$ cat src/hw/rtl/tcw_pkg.sv
// shared constants, types and helper functions for the text console writer
// no dependencies; imported by every module of the block but tcw_ram
package tcw_pkg;

  localparam int COLUMNS  = 80;
  localparam int ROWS     = 25;
  localparam int CELLS    = COLUMNS * ROWS;

  localparam int KIND_W   = 3;
  localparam int CHAR_W   = 8;
  localparam int POS_W    = 11;
  localparam int CELL_W   = 2 * CHAR_W;
  localparam int COL_W    = $clog2(COLUMNS);
  localparam int ROW_W    = $clog2(ROWS + 2);
  localparam int TOP_W    = $clog2(ROWS);
  localparam int ADDR_W   = $clog2(CELLS);

  localparam int QDEPTH   = 2;
  localparam int QPTR_W   = $clog2(QDEPTH);
  localparam int QCNT_W   = $clog2(QDEPTH + 1);

  localparam int RSHIFT   = POS_W + $clog2(COLUMNS);
  localparam int RECIP    = ((1 << RSHIFT) + COLUMNS - 1) / COLUMNS;
  localparam int RECIP_W  = $clog2(RECIP + 1);
  localparam int PROD_W   = POS_W + RECIP_W;

  localparam int PADDR_W  = 3;
  localparam int PDATA_W  = 32;
  localparam int REG_IDX_W = PADDR_W - 2;
  localparam logic [REG_IDX_W-1:0] REG_BLANK_ATTR = REG_IDX_W'(0);

  localparam logic [CHAR_W-1:0] SPACE_CH     = 8'h20;
  localparam logic [CHAR_W-1:0] NEWLINE_CH   = 8'h0A;
  localparam logic [CHAR_W-1:0] BACKSLASH_CH = 8'h5C;
  localparam logic [CHAR_W-1:0] LETTER_N     = 8'h6E;
  localparam logic [CHAR_W-1:0] RESET_ATTR   = 8'h07;

  typedef enum logic [KIND_W-1:0] {
    KIND_BEGIN_NL = 3'd0,
    KIND_BEGIN_SL = 3'd1,
    KIND_CHAR     = 3'd2,
    KIND_END      = 3'd3,
    KIND_SET      = 3'd4,
    KIND_READ     = 3'd5
  } kind_t;

  typedef struct packed {
    kind_t             kind;
    logic [CHAR_W-1:0] ch;
    logic [CHAR_W-1:0] color;
    logic [ROW_W-1:0]  prow;
    logic [COL_W-1:0]  pcol;
    logic              poob;
    logic              is_n;
    logic              is_bs;
    logic              is_nl;
  } item_t;

  // row of a logical index, reciprocal multiply (exact over the whole index range)
  function automatic logic [ROW_W-1:0] pos_row(input logic [POS_W-1:0] pos);
    logic [PROD_W-1:0] prod;
    prod = PROD_W'(pos) * PROD_W'(RECIP);
    return ROW_W'(prod >> RSHIFT);
  endfunction

  function automatic logic [COL_W-1:0] pos_col(input logic [POS_W-1:0] pos,
                                               input logic [ROW_W-1:0] row);
    logic [POS_W-1:0] base;
    base = POS_W'(row) * POS_W'(COLUMNS);
    return COL_W'(pos - base);
  endfunction

  // logical row to ring row
  function automatic logic [TOP_W-1:0] phys_row(input logic [ROW_W-1:0] row,
                                                input logic [TOP_W-1:0] top);
    logic [ROW_W:0] sum;
    sum = {1'b0, row} + (ROW_W + 1)'(top);
    if (sum >= (ROW_W + 1)'(ROWS)) begin
      sum = sum - (ROW_W + 1)'(ROWS);
    end
    return TOP_W'(sum);
  endfunction

  function automatic logic [ADDR_W-1:0] cell_addr(input logic [TOP_W-1:0] prow,
                                                  input logic [COL_W-1:0] col);
    return ADDR_W'(prow) * ADDR_W'(COLUMNS) + ADDR_W'(col);
  endfunction

  function automatic logic [POS_W-1:0] cursor_of(input logic [ROW_W-1:0] row,
                                                 input logic [COL_W-1:0] col);
    return POS_W'(row) * POS_W'(COLUMNS) + POS_W'(col);
  endfunction

endpackage

$ cat src/hw/rtl/tcw_fifo.sv
// short item queue between the front end and the back end
// depends on tcw_pkg
module tcw_fifo (
  input  logic           clk,
  input  logic           rst_n,
  input  logic           push,
  input  tcw_pkg::item_t push_item,
  output logic           full,
  input  logic           pop,
  output logic           not_empty,
  output tcw_pkg::item_t head
);
  import tcw_pkg::*;

  item_t              mem_r [QDEPTH];
  logic [QPTR_W-1:0]  wp_r, wp_nxt;
  logic [QPTR_W-1:0]  rp_r, rp_nxt;
  logic [QCNT_W-1:0]  cnt_r, cnt_nxt;

  assign full      = (cnt_r == QCNT_W'(QDEPTH));
  assign not_empty = (cnt_r != '0);
  assign head      = mem_r[rp_r];

  always_comb begin
    wp_nxt  = wp_r;
    rp_nxt  = rp_r;
    cnt_nxt = cnt_r;
    if (push) begin
      wp_nxt = (wp_r == QPTR_W'(QDEPTH - 1)) ? '0 : wp_r + 1'b1;
    end
    if (pop) begin
      rp_nxt = (rp_r == QPTR_W'(QDEPTH - 1)) ? '0 : rp_r + 1'b1;
    end
    if (push && !pop) begin
      cnt_nxt = cnt_r + 1'b1;
    end else if (pop && !push) begin
      cnt_nxt = cnt_r - 1'b1;
    end
  end

  always_ff @(posedge clk) begin
    if (!rst_n) begin
      wp_r  <= '0;
      rp_r  <= '0;
      cnt_r <= '0;
    end else begin
      wp_r  <= wp_nxt;
      rp_r  <= rp_nxt;
      cnt_r <= cnt_nxt;
    end
  end

  always_ff @(posedge clk) begin
    if (push) begin
      mem_r[wp_r] <= push_item;
    end
  end

endmodule

$ cat config.mk
export PLATFORM = sky130hd
export DESIGN_NAME = tcw_fifo
export DESIGN_NICKNAME = d
export VERILOG_FILES = /design/src/hw/rtl/tcw_pkg.sv /design/src/hw/rtl/tcw_fifo.sv
export SDC_FILE = /design/constraint.sdc
export NUM_CORES = 1
export LEC_CHECK = 0
export ABC_AREA = 1
export BUFFER_PORTS_ARGS = -buffer_cell sky130_fd_sc_hd__buf_4
export CORE_ASPECT_RATIO = 0.7
export CORE_UTILIZATION = 56
export DETAILED_ROUTE_END_ITERATION = 8
export PLACE_DENSITY = 0.83
export SLEW_MARGIN = 20
export SYNTH_ARGS = -nofsm -noshare
export SYNTH_HDL_FRONTEND = slang
export SYNTH_SLANG_ARGS = --single-unit
$ cat constraint.sdc
create_clock -name clk -period 7.7 [get_ports clk]
set_input_delay 1.54 -clock clk [delete_from_list [all_inputs] [get_ports clk]]
set_output_delay 1.54 -clock clk [all_outputs]
set_load 0.01 [all_outputs]
# --- After elaboration in Yosys (flattened, before gate mapping) ---
# Memories as Yosys holds them, arrays and structs flattened. A register that Yosys moved wholly into a read port is not among the register bits.
# Index checks and enable logic that the tools add are counted.
word_totals:
  n_memories: 1
  ramBits: 70
  input_bits: 39
  regBits: 4
  out_inout_bits: 37
  word_cells: 23
classes:
  add_sub_neg: 4
  n_eq_ne: 1
  reduce_logical: 6
  mux: 8
memory_table:
  columns: ["name", "depth", "word_bits", "rd", "rd_ports_with_merged_regs", "wr", "line", "source"]
  rows:
  - ["mem_r", 2, 35, 1, 1, 1, "tcw_fifo.sv:15", "item_t mem_r [QDEPTH];"]
op_table:
  columns: ["op", "count"]
  rows:
  - ["$mux W1", 6]
  - ["$mux W2", 2]
  - ["$reduce_bool A2 Y1", 2]
  - ["$add A1 B1 Y1 const B", 2]
  - ["$add A2 B1 Y2 const B", 1]
  - ["$eq A2 B2 Y1 const B", 1]
  - ["$logic_and A1 B1 Y1", 2]
  - ["$logic_not A1 Y1", 2]
  - ["$sub A2 B1 Y2 const B", 1]

# --- Longest topological paths before layout ---
depth:
  word_depth: 4
  mapped_depth: 8
  depth_no_buf: 8

# --- Worst setup path after synthesis ---
# No wires, ideal clock.
synth_timing:
  path_kind: "input to register"
  from: "in push"
  to: "mem mem_r[0][0] (netlist name), enable pin"
  setup_ps: 428
  path_stages: 2
  t_arrival_ps: 3054
  required_time_ps: 7272
  path_buffers: 0
  slack_ps: 4218
  cell_sequence: "inv_1 -> nor2_1"
synth_via:
  elab_chain_len: 2
synth_lines:
  columns: ["item", "line", "source"]
  rows:
  - ["from (decl)", "tcw_fifo.sv:6", "input logic push,"]
  - ["$mux W1", "tcw_fifo.sv:54", "if (push) begin"]
  - ["$mux W1 (implied by the code)", "tcw_fifo.sv:55", "mem_r[wp_r] <= push_item;"]
  - ["to (decl)", "tcw_fifo.sv:15", null]
# No other way between the ends.

==> flow_summary.toml <==
[cells_and_area]
antenna-diode-count = 0
finalNetCount = 267
fillers = 311
area_used_by_multi_input_combinational_logic_um2 = 612
seq_area_um2 = 2210
final_layout_size_suffix_gt1_share_pct = 55.2
area_growth_from_synthesis_to_layout_pct = 28.7

[floorplan]
die-area_um2 = 5490
num_io_pins = 76
die_w_um = 88.1
initial_utilization_pct = 59.5
core_area_um2 = 4890
rows = 21
chipHeight_um = 62.3

[global_route]
track_usage_pct = 19.4
gr-total-overflow = 0
grt_antenna_before_repair = 0
grt_first_pass_wirelength_um = 7570
grt_pass1_vias = 1592
largest_net_degree_at_the_start_of_global_routing = 36

[clock_tree]
cts_tree = "built"
tritoncts_num_sinks = 75
ctsHtreeMaxLevel = 3
post_cts.resized_instances = 0
ctsLongestPathBuffers = 2
cts.reportedPaths.clkPinSlew_ps = 70
cts.hold.buffers_added = 0
clock_insertion_delay_worst_skew_ps = 340
cts_made_buffers = 9
clockRootBuffer = "sky130_fd_sc_hd__clkbuf_8"
postCtsSetupBuffers = 0

[synth]
netlist-cell-type-count = 14
synthesis.instances = 144
syn_avg_cell_area_um2 = 20.2
yosys_warnings = 0
synth.ff_latch_count = 75
synthDominantCellAreaShare_pct = 72.3
synth_seq_area_share_pct = 75.7
synth_top_cells_by_area = "sky130_fd_sc_hd__edfxtp_1, sky130_fd_sc_hd__mux2_4, sky130_fd_sc_hd__dfxtp_1"
post_synth_instance_area_um2 = 2910
syn_nets = 184
synthDominantAreaCellType = "sky130_fd_sc_hd__edfxtp_1"

[worst_setup_path]
worst_path_class_setup = "reg2out"
critical_path.startpoint_type = "flip-flop"
worstSetupEndpointType = "primary output"
worst-endpoint-required_ps = 6160
cp.arrival_ps = 1650
worstPathMaxFanout = 35

[timing]
final-hold-violation-count = 0
worst_pin_slew_ps = 1010
max_slew_margin_pct = 32.6
fin_worst_skew_ps = 6.88
maxClockFrequency_mhz = 313
timing.setup.tns_ps = 0
final_ws_setup_ps = 4510
rsz_0062_raised_after_global_routing = "no"
timing_max_transition_violations_final = 0
final.period_utilization_pct = 41.5
final-setup-viol-count = 0
fin_crit_ps = 3190

[detailed_routing]
drc = 0
drt_iter0_markers = 59
dr.pass1.iters = 4
total_wire_length_after_detailed_routing_um = 4750
avgViaCountPerCell = 4.92
route.detailed.wl_per_inst_um = 15.8
route.vias.total = 1482
detail-route-antenna-nets = 0

[placement]
placement.io_buffers = 75
dp.final_hpwl_um = 3240
place_ws_ps = 4510
globalplace.congestion = 0.722

[job]
max-cap-violations = 0

[power]
ir_worst_vdd_uv = 200
power.total_w = 0.000925
p_per_area_nw_per_um2 = 247
power.static_leakage_nw = 1.52

[hold_path]
timing.hold.worst.class = "reg2reg"

[run_status]
result_of_the_run = "complete, no violations"
layout by cell type, fill, tap and decap left out:
master and n:
sky130_fd_sc_hd__ha_1 1, sky130_fd_sc_hd__o21ai_0 1, sky130_fd_sc_hd__mux2_4 30, sky130_fd_sc_hd__nor2_1 7, sky130_fd_sc_hd__nand4_1 1, sky130_fd_sc_hd__mux2_2 5
sky130_fd_sc_hd__dfxtp_4 1, sky130_fd_sc_hd__dfxtp_1 4, sky130_fd_sc_hd__nand2_1 9, sky130_fd_sc_hd__a21oi_1 1, sky130_fd_sc_hd__clkinv_1 1, sky130_fd_sc_hd__clkinvlp_4 1
sky130_fd_sc_hd__nor2_4 1, sky130_fd_sc_hd__inv_1 8, sky130_fd_sc_hd__clkbuf_8 12, sky130_fd_sc_hd__buf_4 76, sky130_fd_sc_hd__nand3_1 1, sky130_fd_sc_hd__bufinv_16 2
sky130_fd_sc_hd__edfxtp_1 70
routing by layer:
| metal | up-vias | track usage (%) | part of all wire (%) |
|---|---|---|---|
| li1 | 704 | - | - |
| met5 | - | 0 | 0 |
| met4 | 0 | 8.87 | 2.2 |
| met1 | 696 | 21.4 | 40 |
| met3 | 14 | 7.85 | 8.2 |
| met2 | 68 | 32.8 | 50 |
cell families after synthesis:
kind of cell               count (synthesis)  share of synthesized area, %
muxes                                     35                          17.4
adders and majority gates                  1                         0.430
DFF                                       75                          75.7
and+or+nand+nor                           19                          2.58
AOI/OAI and AO/OA                          2                         0.344
buffers and inverters                     12                          3.49
power by group:
| part | leakage [nW] | internal (W) | switching, W |
|---|---|---|---|
| Combinational | 0.708 | 0.0000613 | 0.0000412 |
| Sequential | 0.699 | 0.000470 | 0.0000135 |
| Clock | 0.116 | 0.000208 | 0.000130 |
| Total | 1.52 | 0.000740 | 0.000185 |
path summary, 6_finish.rpt:
check | end | slack [ps] | cells after the start | from
setup / recovery | head[14] | 4510 | 2 | flip-flop
hold / removal | flip-flop | 510 | 2 | rp_r
setup reg to reg | mem_r[1][12] | 5990 | 3 | wp_r
hold reg to reg | flip-flop | 510 | 2 | rp_r
per-stage QoR:
| step | hold WS (ps) | util [%] | std cells | area (um^2) |
|---|---|---|---|---|
| detailed placement | 508 | 71.7 | 285 | 3500 |
| CTS | 524 | 76.5 | 301 | 3740 |
| global placement | 479 | 71.7 | 285 | 3500 |
| global route | 572 | 76.5 | 301 | 3740 |
| floorplan | 463 | - | 144 | 2910 |
| finish | 510 | 76.5 | 301 | 3740 |
state kept, by name (all words and copies together) (netlist names), named ones only:
signal / flops
cnt_r: 2
wp_r: 1
mem_r: 70
rp_r: 1
Yosys cell counts, drive strengths merged:
cell,instances
a21oi,1
buf,4
dfxtp,5
edfxtp,70
ha,1
inv,8
mux2,35
nand2,9
nand3,1
nand4,1
nor2,8
o21ai,1
critical path, stage by stage (launching register included):
cell and delay, ps:
sky130_fd_sc_hd__dfxtp_4 760, sky130_fd_sc_hd__mux2_2 400, sky130_fd_sc_hd__buf_4 140
final cells by class:
cell class	instances	area share (%)
clock inverters	4	1.91
flip-flops and latches	75	59.0
inverters	8	0.803
clock buffers	12	4.41
well taps	69	2.31
repair buffers	76	15.3
multi-input cells	57	16.4
(Power assumes the default switching activity.)
