==> src/hw/rtl/tcw_pkg.sv <==
// shared constants, types and helper functions for the text console writer
// no dependencies; imported by every module of the block but tcw_ram
package tcw_pkg;

  localparam int COLUMNS  = 80;
  localparam int ROWS     = 25;
  localparam int CELLS    = COLUMNS * ROWS;

  localparam int KIND_W   = 3;
  localparam int CHAR_W   = 8;
  localparam int POS_W    = 11;
  localparam int CELL_W   = 2 * CHAR_W;
  localparam int COL_W    = $clog2(COLUMNS);
  localparam int ROW_W    = $clog2(ROWS + 2);
  localparam int TOP_W    = $clog2(ROWS);
  localparam int ADDR_W   = $clog2(CELLS);

  localparam int QDEPTH   = 2;
  localparam int QPTR_W   = $clog2(QDEPTH);
  localparam int QCNT_W   = $clog2(QDEPTH + 1);

  localparam int RSHIFT   = POS_W + $clog2(COLUMNS);
  localparam int RECIP    = ((1 << RSHIFT) + COLUMNS - 1) / COLUMNS;
  localparam int RECIP_W  = $clog2(RECIP + 1);
  localparam int PROD_W   = POS_W + RECIP_W;

  localparam int PADDR_W  = 3;
  localparam int PDATA_W  = 32;
  localparam int REG_IDX_W = PADDR_W - 2;
  localparam logic [REG_IDX_W-1:0] REG_BLANK_ATTR = REG_IDX_W'(0);

  localparam logic [CHAR_W-1:0] SPACE_CH     = 8'h20;
  localparam logic [CHAR_W-1:0] NEWLINE_CH   = 8'h0A;
  localparam logic [CHAR_W-1:0] BACKSLASH_CH = 8'h5C;
  localparam logic [CHAR_W-1:0] LETTER_N     = 8'h6E;
  localparam logic [CHAR_W-1:0] RESET_ATTR   = 8'h07;

  typedef enum logic [KIND_W-1:0] {
    KIND_BEGIN_NL = 3'd0,
    KIND_BEGIN_SL = 3'd1,
    KIND_CHAR     = 3'd2,
    KIND_END      = 3'd3,
    KIND_SET      = 3'd4,
    KIND_READ     = 3'd5
  } kind_t;

  typedef struct packed {
    kind_t             kind;
    logic [CHAR_W-1:0] ch;
    logic [CHAR_W-1:0] color;
    logic [ROW_W-1:0]  prow;
    logic [COL_W-1:0]  pcol;
    logic              poob;
    logic              is_n;
    logic              is_bs;
    logic              is_nl;
  } item_t;

  // row of a logical index, reciprocal multiply (exact over the whole index range)
  function automatic logic [ROW_W-1:0] pos_row(input logic [POS_W-1:0] pos);
    logic [PROD_W-1:0] prod;
    prod = PROD_W'(pos) * PROD_W'(RECIP);
    return ROW_W'(prod >> RSHIFT);
  endfunction

  function automatic logic [COL_W-1:0] pos_col(input logic [POS_W-1:0] pos,
                                               input logic [ROW_W-1:0] row);
    logic [POS_W-1:0] base;
    base = POS_W'(row) * POS_W'(COLUMNS);
    return COL_W'(pos - base);
  endfunction

  // logical row to ring row
  function automatic logic [TOP_W-1:0] phys_row(input logic [ROW_W-1:0] row,
                                                input logic [TOP_W-1:0] top);
    logic [ROW_W:0] sum;
    sum = {1'b0, row} + (ROW_W + 1)'(top);
    if (sum >= (ROW_W + 1)'(ROWS)) begin
      sum = sum - (ROW_W + 1)'(ROWS);
    end
    return TOP_W'(sum);
  endfunction

  function automatic logic [ADDR_W-1:0] cell_addr(input logic [TOP_W-1:0] prow,
                                                  input logic [COL_W-1:0] col);
    return ADDR_W'(prow) * ADDR_W'(COLUMNS) + ADDR_W'(col);
  endfunction

  function automatic logic [POS_W-1:0] cursor_of(input logic [ROW_W-1:0] row,
                                                 input logic [COL_W-1:0] col);
    return POS_W'(row) * POS_W'(COLUMNS) + POS_W'(col);
  endfunction

endpackage

==> src/hw/rtl/tcw_front.sv <==
// front end: takes input items, splits the position into row and column and
// decodes the character class; depends on tcw_pkg
module tcw_front (
  input  logic                       clk,
  input  logic                       rst_n,
  input  logic                       in_valid,
  output logic                       in_ready,
  input  logic [tcw_pkg::KIND_W-1:0] in_kind,
  input  logic [tcw_pkg::CHAR_W-1:0] in_ch,
  input  logic [tcw_pkg::CHAR_W-1:0] in_color,
  input  logic [tcw_pkg::POS_W-1:0]  in_position,
  input  logic                       hold,
  input  logic                       q_full,
  output logic                       q_push,
  output tcw_pkg::item_t             q_item
);
  import tcw_pkg::*;

  logic              v_r, v_nxt;
  logic [KIND_W-1:0] kind_r;
  logic [CHAR_W-1:0] ch_r;
  logic [CHAR_W-1:0] color_r;
  logic [POS_W-1:0]  pos_r;
  logic [ROW_W-1:0]  row_r;
  logic              accept;
  logic              oob;

  assign in_ready = !hold && (!v_r || !q_full);
  assign accept   = in_valid && in_ready;
  assign q_push   = v_r && !q_full;

  always_comb begin
    v_nxt = v_r;
    if (accept) begin
      v_nxt = 1'b1;
    end else if (q_push) begin
      v_nxt = 1'b0;
    end
  end

  always_ff @(posedge clk) begin
    if (!rst_n) begin
      v_r <= 1'b0;
    end else begin
      v_r <= v_nxt;
    end
  end

  always_ff @(posedge clk) begin
    if (accept) begin
      kind_r  <= in_kind;
      ch_r    <= in_ch;
      color_r <= in_color;
      pos_r   <= in_position;
      row_r   <= pos_row(in_position);
    end
  end

  assign oob = (pos_r >= POS_W'(CELLS));

  always_comb begin
    q_item.kind  = kind_t'(kind_r);
    q_item.ch    = ch_r;
    q_item.color = color_r;
    q_item.poob  = oob;
    q_item.prow  = oob ? ROW_W'(ROWS) : row_r;
    q_item.pcol  = oob ? '0 : pos_col(pos_r, row_r);
    q_item.is_n  = (ch_r == LETTER_N);
    q_item.is_bs = (ch_r == BACKSLASH_CH);
    q_item.is_nl = (ch_r == NEWLINE_CH);
  end

endmodule

==> config.mk <==
export PLATFORM = sky130hd
export DESIGN_NAME = tcw_front
export DESIGN_NICKNAME = d
export VERILOG_FILES = /design/src/hw/rtl/tcw_pkg.sv /design/src/hw/rtl/tcw_front.sv
export SDC_FILE = /design/constraint.sdc
export NUM_CORES = 1
export LEC_CHECK = 0
export ABC_AREA = 1
export BUFFER_PORTS_ARGS = -buffer_cell sky130_fd_sc_hd__buf_2
export CORE_UTILIZATION = 35
export DETAILED_ROUTE_END_ITERATION = 16
export GPL_TIMING_DRIVEN = 0
export SLEW_MARGIN = 0
export SYNTH_ARGS = -nofsm -noshare
export SYNTH_HDL_FRONTEND = slang
export SYNTH_SLANG_ARGS = --single-unit
export TNS_END_PERCENT = 5
==> constraint.sdc <==
create_clock -name clk -period 5.1 [get_ports clk]
set_input_delay 0.255 -clock clk [delete_from_list [all_inputs] [get_ports clk]]
set_output_delay 0.255 -clock clk [all_outputs]
set_load 0.05 [all_outputs]
======== Word level (Yosys, flattened, before mapping) ========
Index checks and enable logic that the tools add are counted.
storage, ports and cells
  register bits ........................... 36
  bits in latches ......................... 0
  bits in writable memories ............... 0
  bits in read-only memories .............. 0
  output and inout port bits .............. 37
  logic and storage cells ................. 25
  memories kept ........................... 0
cells by class
  add/subtract/negate cells ............... 1
  multipliers ............................. 2
  divide/modulo/power cells ............... 0
  magnitude comparators ................... 1
  eq/ne operators ......................... 3
  shifts and indexed selects .............. 0
  muxes and demuxes ....................... 4
  bitwise operators ....................... 0
  reductions and logical operators ........ 8
operators by type and width
  operator                                                                number
  11-bit by 12-bit multiplier with 23-bit output (second input constant)  1
  8-bit by 7-bit == test with 1-bit output (second input constant)        2
  11-bit >= comparator (second input constant)                            1
  8-bit by 4-bit == test with 1-bit output (second input constant)        1
  7-bit 2-to-1 mux                                                        1
  7-bit subtractor                                                        1
  5-bit by 3-bit multiplier with 3-bit output (second input constant)     1
  5-bit 2-to-1 mux                                                        1
  1-bit logical AND                                                       3
  1-bit zero test                                                         3
  1-bit 2-to-1 mux                                                        2
  2-bit nonzero test                                                      1
  1-bit logical OR                                                        1

======== Depth between registers and ports, before layout ========
Gate-level depths: netlist of the first run.
  word-level depth ........................ 5
  depth in mapped cells ................... 22

======== Worst setup path before layout of the first run ========
OpenSTA, ideal clock, no wires.
  path type ............................... input-to-reg
  start ................................... in in_position[9] in the netlist's numbering
  end ..................................... reg row_r[3] (data pin)
  library setup time ...................... 0.253 ns
  data arrival time ....................... 3.698 ns
  required time ........................... 4.847 ns
  path slack .............................. 1.149 ns
  stages on the path ...................... 18
  path through ............................ inv_1 ha_1 fa_1 inv_1 fa_1 inv_1 fa_1 fa_1 inv_1 ha_1 nand2_1 inv_1 a21boi_1 nand2_1 nand2_1 nand3_1 nand2_1 nand2_1
between the ends
  word-level cells in the longest chain between the ends .. 1
ends and longest elaborated chain
  what                                            line             text
  start, declared                                 tcw_front.sv:11  input logic [tcw_pkg::POS_W-1:0] in_position,
  11-bit by 12-bit multiplier with 23-bit output  tcw_pkg.sv:62    prod = PROD_W'(pos) * PROD_W'(RECIP);
  end signal, assigned                            tcw_front.sv:55  row_r <= pos_row(in_position);
  end, declared                                   tcw_front.sv:24  logic [ROW_W-1:0] row_r;
No other way between the ends.
A chain may end at the register's enable or synchronous reset.

======== Final worst setup path of the first run ========
Ends and elaborated chain as after synthesis.

==> flow_summary_export.csv, run 1 <==
group,metric,value,unit
outcome,outcome,"complete, no violations",
worst_setup_path,rr_endpoint,"pos_r[0]$_DFFE_PP_",
cells_and_area,layout_commonest_cell,"inv_1",
worst_setup_path,worst_path_max_delay_cell,"fa_1",
grt,grt_pass1_wl,13100,um
timing,hold_slack,142,ps
drt,top_layer,"met4",
min_path,hold_path.class,"primary input to flip-flop",
worst_setup_path,reg2reg_setup_slack,3440,ps
drt,drc,0,
logic_synthesis,muxShareOfSynthArea,0,%
timing,min_period,4080,ps
cells_and_area,nFillCells,997,
logic_synthesis,ys_warn_count,0,
worst_setup_path,rr_worst_depth,4,
floorplanning,initial_core_util,36.8,%
clocking,cts_resized,0,
floorplanning,coreArea,0.00995,mm2
drt,wire_per_inst,12.7,um
cells_and_area,multi_input_area,0.00217,mm2
floorplanning,io_pins,72,
clocking,cts_tree,"done",
logic_synthesis,synth_adder_area_share,40.4,%
logic_synthesis,syn_nets,519,
logic_synthesis,synth_top_family_by_area,"adder cells",
grt,grt_pass1_vias,2790,
timing,period_share,80.1,%
clocking,clock_latency,280,ps
timing,worstMarginPinSlew,818,ps
drt,wl_met2,3680,um
worst_setup_path,crit_path_max_incr_delay,550,ps
clocking,clock_path_buffers,2,
cells_and_area,drive_above_1_share,20.0,%
clocking,cts_buffers,5,
drt,drt-total-wl,7590,um
timing,rsz0062_at_grt,"false",
logic_synthesis,synth_area_leaders,"edfxtp_1, ha_1, fa_1, inv_1, nand2_1",
clocking,ctsHtreeMaxLevel,2,
logic_synthesis,ys_ff_latch,36,
grt,grt_max_degree,15,
power_and_ir_drop,power.static_leakage,0.00234,uW
placed_design,place_inst,591,
logic_synthesis,synth_top_cell_by_area,"edfxtp_1",
grt,antenna_found_initial,0,
floorplanning,die_height,104,um
grt,grtUsageTotal,15.1,%
timing,max_freq,245,MHz
logic_synthesis,synth_compound_area_share,5.06,%
power_and_ir_drop,power,1660,uW
clocking,cts_hold_buf,0,
worst_setup_path,cp_cell_sequence,"buf_2 -> inv_1 -> ha_1 -> fa_1 -> inv_1 -> fa_1 -> inv_1 -> fa_1 -> fa_1 -> inv_1 -> ha_1 -> a21oi_1 -> a21boi_1 -> nand2_1 -> nand2_1 -> nand3_1 -> nand2_1 -> nand2_1",
placed_design,hpwlAfterDp,6810,um
clocking,cts-root-buf,"clkbuf_8",
cells_and_area,fin_cells,599,
clocking,path_clk_slew,70,ps
logic_synthesis,ys_types,32,
logic_synthesis,synth-simple-area-share,12.6,%
logic_synthesis,postSynthCellCount,385,
drt,dr.pass1.iters,4,
worst_setup_path,path_delay_family,"adder cells",
worst_setup_path,crit_path_end_kind,"flip-flop",
drt,drt_iter0_markers,121,
timing,setup_tns,0,ps
drt,wl_met3,306,um
timing,setup_viol_count_final,0,
cells_and_area,final_cell_mix,"inv_1, buf_2, ha_1",
placed_design,place.gp.congestion,0.851,
cells_and_area,num_antenna_cells,0,
min_path,hp-start,"in_ch[2]",
logic_synthesis,syn_area,0.00366,mm2
worst_setup_path,arrival,4120,ps
logic_synthesis,avgSynthCellArea,9.50,um2
timing,hold_viol,0,
power_and_ir_drop,irDropWorstVdd,0.182,mV
drt,final_antenna_net_count,0,
drt,vias,2748,
floorplanning,die_w,104,um
flow_run,cap_violations,0,
cells_and_area,seq_area,0.00107,mm2
min_path,whs_path_depth,1,
cells_and_area,syn2layout_area_growth,17.2,%
worst_setup_path,critPathBufInv,5,
cells_and_area,nNetsFinal,599,
worst_setup_path,cp-start-kind,"primary input",
worst_setup_path,required,5140,ps
clocking,cts_setup_buffers,0,
logic_synthesis,ys_seq_area_share,29.3,%
clocking,cts_sinks,36,
timing,drv_slew,0,
floorplanning,die_area,0.0109,mm2
drt,met1_length,3440,um
timing,skew,8.08,ps
floorplanning,fp-row-count,36,
worst_setup_path,path_max_fanout,5,
grt,gr-total-overflow,0,
logic_synthesis,synth_top_area_share,28.7,%
worst_setup_path,crit_type,"primary input to flip-flop",
placed_design,portBuffers,71,
worst_setup_path,r2r-start,"v_r$_SDFFE_PN0P_",
min_path,min_to,"ch_r[2]$_DFFE_PP_",
timing,max-slew-margin-rel,45.2,%
power_and_ir_drop,power_density,387,mW/mm2
drt,vias_per_cell,4.59,
logic_synthesis,synth_xor_area_share,1.20,%
worst_setup_path,crit_start,"in_position[9]",
[power by group]
part / internal [uW] / switching, uW
clock network: 95.6 / 89.3
registers: 357 / 9.24
logic: 395 / 715
total: 848 / 814
[layout make-up]
cell class	count	share of cell area (%)
Timing Repair Buffer	73	8.81
Buffer	2	0.292
Clock inverter	1	0.117
Clock buffer	7	1.78
Multi-Input combinational cell	239	50.7
Tap cell	133	3.88
Inverter	108	9.45
Sequential cell	36	25.0
[metal layers]
metal,global-route usage (%),up-vias
met1,19.2,1271
met4,4.90,0
met3,1.94,9
met5,0,-
li1,-,1386
met2,26.4,82
[state kept, by name, summed over array words and instances (netlist names)]
register  flops
v_r           1
kind_r        3
pos_r        11
ch_r          8
color_r       8
row_r         5
[logic make-up (layout without fill, tap and decap cells)]
group | Yosys count | after routing
buffers and inverters | 110 | 191
AO/OA/AOI/OAI | 34 | 34
AND/OR/NAND/NOR | 101 | 101
adder cells (fa/ha/maj) | 99 | 99
XOR/XNOR | 5 | 5
flip-flops | 36 | 36
[how the worst max path moves through the flow]
stage	end	slack [ps]	cells past startpoint
finish	row_r[3]$_DFFE_PP_	1020	18
global route	row_r[3]$_DFFE_PP_	760	18
CTS	row_r[3]$_DFFE_PP_	990	18
detailed placement	row_r[3]$_DFFE_PP_	710	18
global placement	pos_r[0]$_DFFE_PP_	630	4
floorplan	row_r[3]$_DFFE_PP_	1150	18
[metrics by stage]
stage                     setup WS [ps]  area, um2  util [%]
final                              1020       4290      43.1
after global routing                764       4290      43.1
after CTS                           995       4290      43.1
after detailed placement            706       4210      42.3
after global placement              632       4180      42.0
after floorplan                    1150       3660         -
[cells in the mapped netlist]
| master | count |
|---|---|
| nor2_2 | 1 |
| a21o_1 | 2 |
| or2_2 | 2 |
| nor4_1 | 3 |
| o211a_1 | 1 |
| nor3b_2 | 1 |
| nand3_1 | 11 |
| dfxtp_1 | 1 |
| nor3b_1 | 1 |
| inv_1 | 103 |
| nor3_1 | 2 |
| o21bai_1 | 1 |
| buf_2 | 1 |
| a21boi_1 | 1 |
| xor2_1 | 4 |
| and3_1 | 2 |
| buf_4 | 1 |
| nor3_2 | 1 |
| fa_1 | 32 |
| o21ai_1 | 3 |
| inv_2 | 5 |
| nor4b_1 | 1 |
| edfxtp_1 | 35 |
| xnor2_1 | 1 |
| nor2_4 | 1 |
| nor2_1 | 23 |
| ha_1 | 67 |
| or2_1 | 1 |
| nand4_1 | 5 |
| a21oi_1 | 18 |
| nand2_1 | 46 |
| o21ai_0 | 8 |
[worst reg2reg max path: stages (launching register included)]
cell and delay [ps]:
dfxtp_1 310, nand2_1 50, inv_1 60, nor3b_2 670, buf_6 270
(Power assumes the default switching activity.)
==> inputs of run 2 (changes only) <==
--- a/config.mk
+++ b/config.mk
@@ -5,7 +5,7 @@
 export SDC_FILE = /design/constraint.sdc
 export NUM_CORES = 1
 export LEC_CHECK = 0
-export ABC_AREA = 1
+export ABC_AREA = 0
 export BUFFER_PORTS_ARGS = -buffer_cell sky130_fd_sc_hd__buf_2
 export CORE_UTILIZATION = 35
 export DETAILED_ROUTE_END_ITERATION = 16
==> constraint.sdc (replaced) <==
create_clock -name clk -period 4.1 [get_ports clk]
set_input_delay 0.205 -clock clk [delete_from_list [all_inputs] [get_ports clk]]
set_output_delay 0.205 -clock clk [all_outputs]
set_load 0.05 [all_outputs]
==> run 2 against run 1 <==
Compared with the run above: cell area decreased by 1.0%; die area decreased by 6.9%; via count decreased by 11%; sequential share of layout area increased by 0.26 points; largest cell class unchanged.
==> flow_summary_export.csv, run 2 <==
group,metric,value,unit
placed_design,place.gp.congestion,0.828,
flow_run,cap_violations,0,
cells_and_area,drive_above_1_share,30.2,%
logic_synthesis,avgSynthCellArea,11.1,um2
placed_design,dpl-instance-area,0.00392,mm2
logic_synthesis,async_reset_ff_share,0,%
cells_and_area,top_regs,"pos_r (11), ch_r (8), color_r (8)",
grt,grtUsageTotal,14.9,%
drt,wire_per_inst,14.0,um
grt,grt_max_degree,37,
timing,skew,4.18,ps
power_and_ir_drop,p_switching,933,uW
worst_setup_path,cp_common_cell,"fa_1",
timing,period_share,97.3,%
power_and_ir_drop,combPwrFrac,65.9,%
cells_and_area,multi_input_area,0.00220,mm2
logic_synthesis,yosysMostFrequentCell,"inv_1",
grt,gr-total-overflow,0,
floorplanning,die_w,101,um
drt,drt-total-wl,7250,um
worst_setup_path,arrival,4000,ps
logic_synthesis,synthTopCellsByCount,"inv_1, ha_1, edfxtp_1",
worst_setup_path,cp_cell_sequence,"buf_4 -> ha_4 -> inv_1 -> fa_1 -> fa_1 -> inv_1 -> fa_1 -> fa_1 -> ha_4 -> a21oi_2 -> o21ai_2 -> a22o_1 -> buf_4 -> nor2_2 -> o211ai_1",
clocking,cts_buffers,5,
timing,setup_tns,0,ps
cells_and_area,final_cell_area,0.00425,mm2
floorplanning,die_area,0.0101,mm2
logic_synthesis,synth_edf_count,35,
logic_synthesis,synth_top_family_by_area,"adder cells",
floorplanning,coreArea,0.00933,mm2
clocking,clock_latency,280,ps
drt,vias_per_cell,4.75,
worst_setup_path,path_delay_family,"adder cells",
drt,final_antenna_net_count,0,
cells_and_area,nNetsFinal,522,
cells_and_area,final_cell_mix,"inv_1, buf_2, ha_1",
worst_setup_path,required,4110,ps
clocking,cts_sinks,36,
clocking,path_clk_slew,70,ps
logic_synthesis,syn_nets,440,
worst_setup_path,critPathBufInv,4,
clocking,ctsHtreeMaxLevel,2,
drt,drc,0,
logic_synthesis,ys_warn_count,0,
logic_synthesis,ys_ff_latch,36,
logic_synthesis,postSynthCellCount,306,
cells_and_area,seq_area,0.00107,mm2
logic_synthesis,synth_top_cell_by_area,"edfxtp_1",
logic_synthesis,synth_top_area_share,30.9,%
timing,setup_viol_count_final,0,
logic_synthesis,synth_adder_area_share,43.5,%
logic_synthesis,synth-simple-area-share,8.20,%
logic_synthesis,synth_area_leaders,"edfxtp_1, ha_1, fa_1, inv_1, nor2b_1",
drt,vias,2454,
timing,hold_viol,0,
worst_setup_path,cp-start-kind,"primary input",
floorplanning,initial_core_util,36.5,%
logic_synthesis,muxShareOfSynthArea,0.331,%
power_and_ir_drop,power.static_leakage,0.00206,uW
min_path,whs_path_depth,1,
drt,dr.pass1.iters,4,
outcome,outcome,"complete, no violations",
grt,antenna_found_initial,0,
timing,drv_slew,0,
power_and_ir_drop,swShare,46.5,%
placed_design,hpwlAfterDp,6020,um
cells_and_area,layout_commonest_cell,"inv_1",
logic_synthesis,synth_compound_area_share,5.63,%
timing,hold_slack,98.1,ps
cells_and_area,largest_reg_flops,11,
cells_and_area,final_core_util,45.5,%
worst_setup_path,crit_path_end_kind,"flip-flop",
grt,grt_pass1_vias,2522,
logic_synthesis,syn_area,0.00340,mm2
timing,max_freq,251,MHz
timing,max-slew-margin-rel,46.6,%
clocking,cts_tree,"done",
clocking,cts-root-buf,"clkbuf_8",
cells_and_area,nFillCells,874,
floorplanning,io_pins,72,
logic_synthesis,synth_top_flop_cell,"edfxtp_1",
placed_design,portBuffers,71,
worst_setup_path,rr_worst_depth,2,
power_and_ir_drop,pwr-share-clk,11.2,%
logic_synthesis,synth_xor_area_share,1.55,%
worst_setup_path,worst_path_max_delay_cell,"fa_1",
logic_synthesis,ys_types,38,
cells_and_area,regMostFlops,"pos_r",
worst_setup_path,path_max_fanout,5,
timing,worstMarginPinSlew,800,ps
drt,drt_iter0_markers,99,
min_path,hold_path.class,"primary input to flip-flop",
floorplanning,die_height,101,um
cells_and_area,syn2layout_area_growth,24.8,%
worst_setup_path,crit_cells,15,
power_and_ir_drop,power_density,472,mW/mm2
floorplanning,fp-row-count,35,
power_and_ir_drop,irDropWorstVdd,0.151,mV
clocking,clock_path_buffers,2,
worst_setup_path,crit_path_max_incr_delay,620,ps
cells_and_area,num_antenna_cells,0,
grt,grt_pass1_wl,11500,um
worst_setup_path,crit_type,"primary input to flip-flop",
power_and_ir_drop,seqPwrFrac,23.0,%
power_and_ir_drop,power.internal,1070,uW
timing,min_period,3990,ps
clocking,cts_hold_buf,0,
logic_synthesis,ys_seq_area_share,31.5,%
run 2: changes by cell type in the layout (fill, tap and decap cells not counted), moves of 6 or more:
cell,delta
nand3_1,-7
nor2b_1,+9
nor2_1,-15
o21ai_0,-6
nand2_1,-41
ha_4,+9
inv_1,-28
ha_1,-9
buf_2,-9
buf_4,+8
a21oi_1,-10
run 2: power by group through the flow:
stage / registers, uW / clock network, uW / logic, uW
finish: 460 / 224 / 1320
global route: 463 / 245 / 1480
global placement: 469 / 0 / 1080
floorplan: 493 / 0 / 809
CTS: 461 / 230 / 1230
detailed placement: 469 / 0 / 1120
run 2: timing repair:
action	4_1_cts	5_1_grt
buffers inserted	3	1
resized for setup	25	24
pin swaps	14	22
endpoints found under the setup margin	5	5
cloned	0	0
run 2: cells by family after synthesis:
logic type | after synthesis
AOI/OAI and AO/OA | 29
xor gates and xnor gates | 6
adders and majority gates | 99
buffers and inverters | 83
DFF | 36
muxes | 1
and+or+nand+nor | 52
run 2: metrics by stage:
step	worst slack, ps	instances	total power, uW
final	112	517	2010
after global routing	-26.8	517	2190
after CTS	-8.97	516	1920
after detailed placement	-779	506	1590
after global placement	-726	506	1550
after floorplan	13.0	306	1300
run 2: area by class of cell:
class                           count  area share, %
Clock buffer                        5           1.62
Inverter                           80           7.07
Buffer                              3          0.383
Sequential cell                    36           25.2
Timing Repair Buffer               75           9.81
Multi-Input combinational cell    187           51.9
Tap cell                          129           3.80
Clock inverter                      2          0.177
run 2: final timing paths:
kind / startpoint / endpoint / slack [ps]
worst max-delay path: in_position[8] / row_r[4]$_DFFE_PP_ / 110
worst min-delay path: in_color[5] / color_r[5]$_DFFE_PP_ / 100
worst max register to register: v_r$_SDFFE_PN0P_ / kind_r[2]$_DFFE_PP_ / 2520
worst min register to register: v_r$_SDFFE_PN0P_ / v_r$_SDFFE_PN0P_ / 550
run 2: layer usage:
metal / vias up / share of wire, % / track usage (%)
li1: 1183 / - / -
met1: 1170 / 40 / 16.9
met2: 90 / 51 / 28.4
met3: 11 / 6.0 / 2.43
met4: 0 / 2.1 / 4.46
met5: - / 0 / 0
==> inputs of run 3 (changes only) <==
--- a/config.mk
+++ b/config.mk
@@ -10,6 +10,7 @@
 export CORE_UTILIZATION = 35
 export DETAILED_ROUTE_END_ITERATION = 16
 export GPL_TIMING_DRIVEN = 0
+export REMOVE_ABC_BUFFERS = 1
 export SLEW_MARGIN = 0
 export SYNTH_ARGS = -nofsm -noshare
 export SYNTH_HDL_FRONTEND = slang
==> run 3 against run 2 <==
Compared with the run above: wire length decreased by 7.1%; sequential power is essentially flat; combinational power grew 5%; register-to-register slack better by 30 ps; power grew 3.5%; clock skew is essentially flat; critical endpoint is now row_r[3]$_DFFE_PP_; clock-buffer cell count up 2.
==> flow_summary_export.csv, run 3 (synthesized netlist as in run 2, its figures left out) <==
group,metric,value,unit
worst_setup_path,crit_path_max_incr_delay,520,ps
grt,gr-total-overflow,0,
timing,setup_tns,0,ps
drt,drt-total-wl,6730,um
clocking,cts-root-buf,"clkbuf_8",
timing,period_share,98.0,%
timing,setup_viol_count_final,0,
cells_and_area,num_antenna_cells,0,
floorplanning,initial_core_util,36.5,%
cells_and_area,top_regs,"pos_r (11), ch_r (8), color_r (8)",
drt,vias,2427,
placed_design,portBuffers,71,
drt,drt_iter0_markers,74,
power_and_ir_drop,power.static_leakage,0.00209,uW
clocking,clock_path_buffers,2,
floorplanning,fp-row-count,35,
power_and_ir_drop,power,2070,uW
clocking,cts_buffers,5,
placed_design,hpwlAfterDp,5630,um
drt,vias_per_cell,4.68,
drt,dr.pass1.iters,4,
cells_and_area,final_cell_area,0.00431,mm2
power_and_ir_drop,irDropWorstVdd,0.185,mV
worst_setup_path,cp-start-kind,"primary input",
timing,hold_viol,0,
timing,drv_slew,0,
flow_run,cap_violations,0,
grt,grt_pass1_vias,2440,
cells_and_area,syn2layout_area_growth,26.7,%
cells_and_area,largest_reg_flops,11,
timing,worstMarginPinSlew,802,ps
floorplanning,die_height,101,um
worst_setup_path,required,4160,ps
worst_setup_path,crit_path_end_kind,"flip-flop",
placed_design,place.gp.congestion,0.789,
timing,max_freq,249,MHz
timing,setup_slack,80.6,ps
power_and_ir_drop,power_density,481,mW/mm2
timing,min_period,4020,ps
outcome,outcome,"complete, no violations",
floorplanning,coreArea,0.00933,mm2
clocking,ctsHtreeMaxLevel,2,
clocking,cts_hold_buf,0,
cells_and_area,final_cell_mix,"inv_1, buf_2, ha_1",
grt,grtUsageTotal,14.1,%
worst_setup_path,path_max_fanout,5,
cells_and_area,regMostFlops,"pos_r",
drt,final_antenna_net_count,0,
worst_setup_path,cp_cell_sequence,"buf_4 -> inv_2 -> ha_4 -> fa_1 -> buf_4 -> fa_1 -> inv_1 -> fa_1 -> ha_1 -> ha_1 -> nand3_1 -> nor4_4 -> a22o_4 -> o21ai_2 -> a222oi_1",
clocking,clock_latency,270,ps
timing,max-slew-margin-rel,46.3,%
grt,grt_max_degree,37,
floorplanning,die_area,0.0101,mm2
cells_and_area,nNetsFinal,523,
clocking,cts_sinks,36,
timing,rsz0062_at_grt,"true",
min_path,hold_path.class,"primary input to flip-flop",
timing,skew,4.39,ps
placed_design,post-place-ws,-710,ps
floorplanning,die_w,101,um
cells_and_area,drive_above_1_share,32.1,%
grt,antenna_found_initial,0,
floorplanning,io_pins,72,
drt,drc,0,
worst_setup_path,cp_common_cell,"fa_1",
worst_setup_path,crit_type,"primary input to flip-flop",
clocking,path_clk_slew,70,ps
worst_setup_path,arrival,4080,ps
grt,grt_pass1_wl,11000,um
placed_design,dpl-instance-area,0.00390,mm2
drt,wire_per_inst,13.0,um
worst_setup_path,worst_path_max_delay_cell,"fa_1",
cells_and_area,layout_commonest_cell,"inv_1",
clocking,cts_tree,"done",
-- run 3: path summary, 6_finish.rpt --
kind / slack, ps / depth (start not counted) / from / to
max: 80 / 15 / in_position[3] / row_r[3]$_DFFE_PP_
min: 100 / 1 / in_kind[0] / kind_r[0]$_DFFE_PP_
max reg2reg: 2550 / 2 / v_r$_SDFFE_PN0P_ / row_r[4]$_DFFE_PP_
min reg2reg: 530 / 2 / v_r$_SDFFE_PN0P_ / v_r$_SDFFE_PN0P_
-- run 3: area by class of cell --
type	count	area, um2
clock inverter	1	5.00
clock buffer	7	76.3
inverter	80	300
sequential	36	1070
fill	861	5020
multi-input combinational	187	2240
timing repair buffer	79	459
tap	129	161
-- run 3: critical path, delay by kind of cell --
| kind | cells | cell delay [ps] |
|---|---|---|
| adder cells (fa/ha/maj) | 6 | 2220 |
| AND/OR/NAND/NOR | 2 | 590 |
| AO/OA/AOI/OAI | 3 | 630 |
| buffers and inverters | 4 | 420 |
-- run 3: power breakdown --
group          switching (uW)  internal [uW]  leakage [uW]
clock network             110            119     0.0000422
registers                11.1            448      0.000335
logic                     824            563       0.00171
total                     945           1130       0.00209
-- run 3: metal layers --
metal | up-vias | share of wire [%] | track usage [%]
met3 | 11 | 4.9 | 2.29
met4 | 0 | 1.8 | 4.12
met5 | - | 0 | 0
met2 | 73 | 50 | 25.9
li1 | 1182 | - | -
met1 | 1161 | 43 | 16.8
-- run 3: timing repair --
action / 4_1_cts / 5_1_grt
cloned: 0 / 0
buffers inserted: 3 / 5
gates resized for setup: 22 / 33
endpoints found under the setup margin: 5 / 5
pin swaps: 13 / 21
-- run 3: metrics by stage --
step / instances / util [%] / hold slack [ps]
global placement: 503 / 41.8 / 382
detailed placement: 503 / 41.8 / 384
floorplan: 303 / - / 304
CTS: 514 / 44.2 / 93.3
finish: 519 / 46.2 / 101
global route: 519 / 46.2 / 81.3
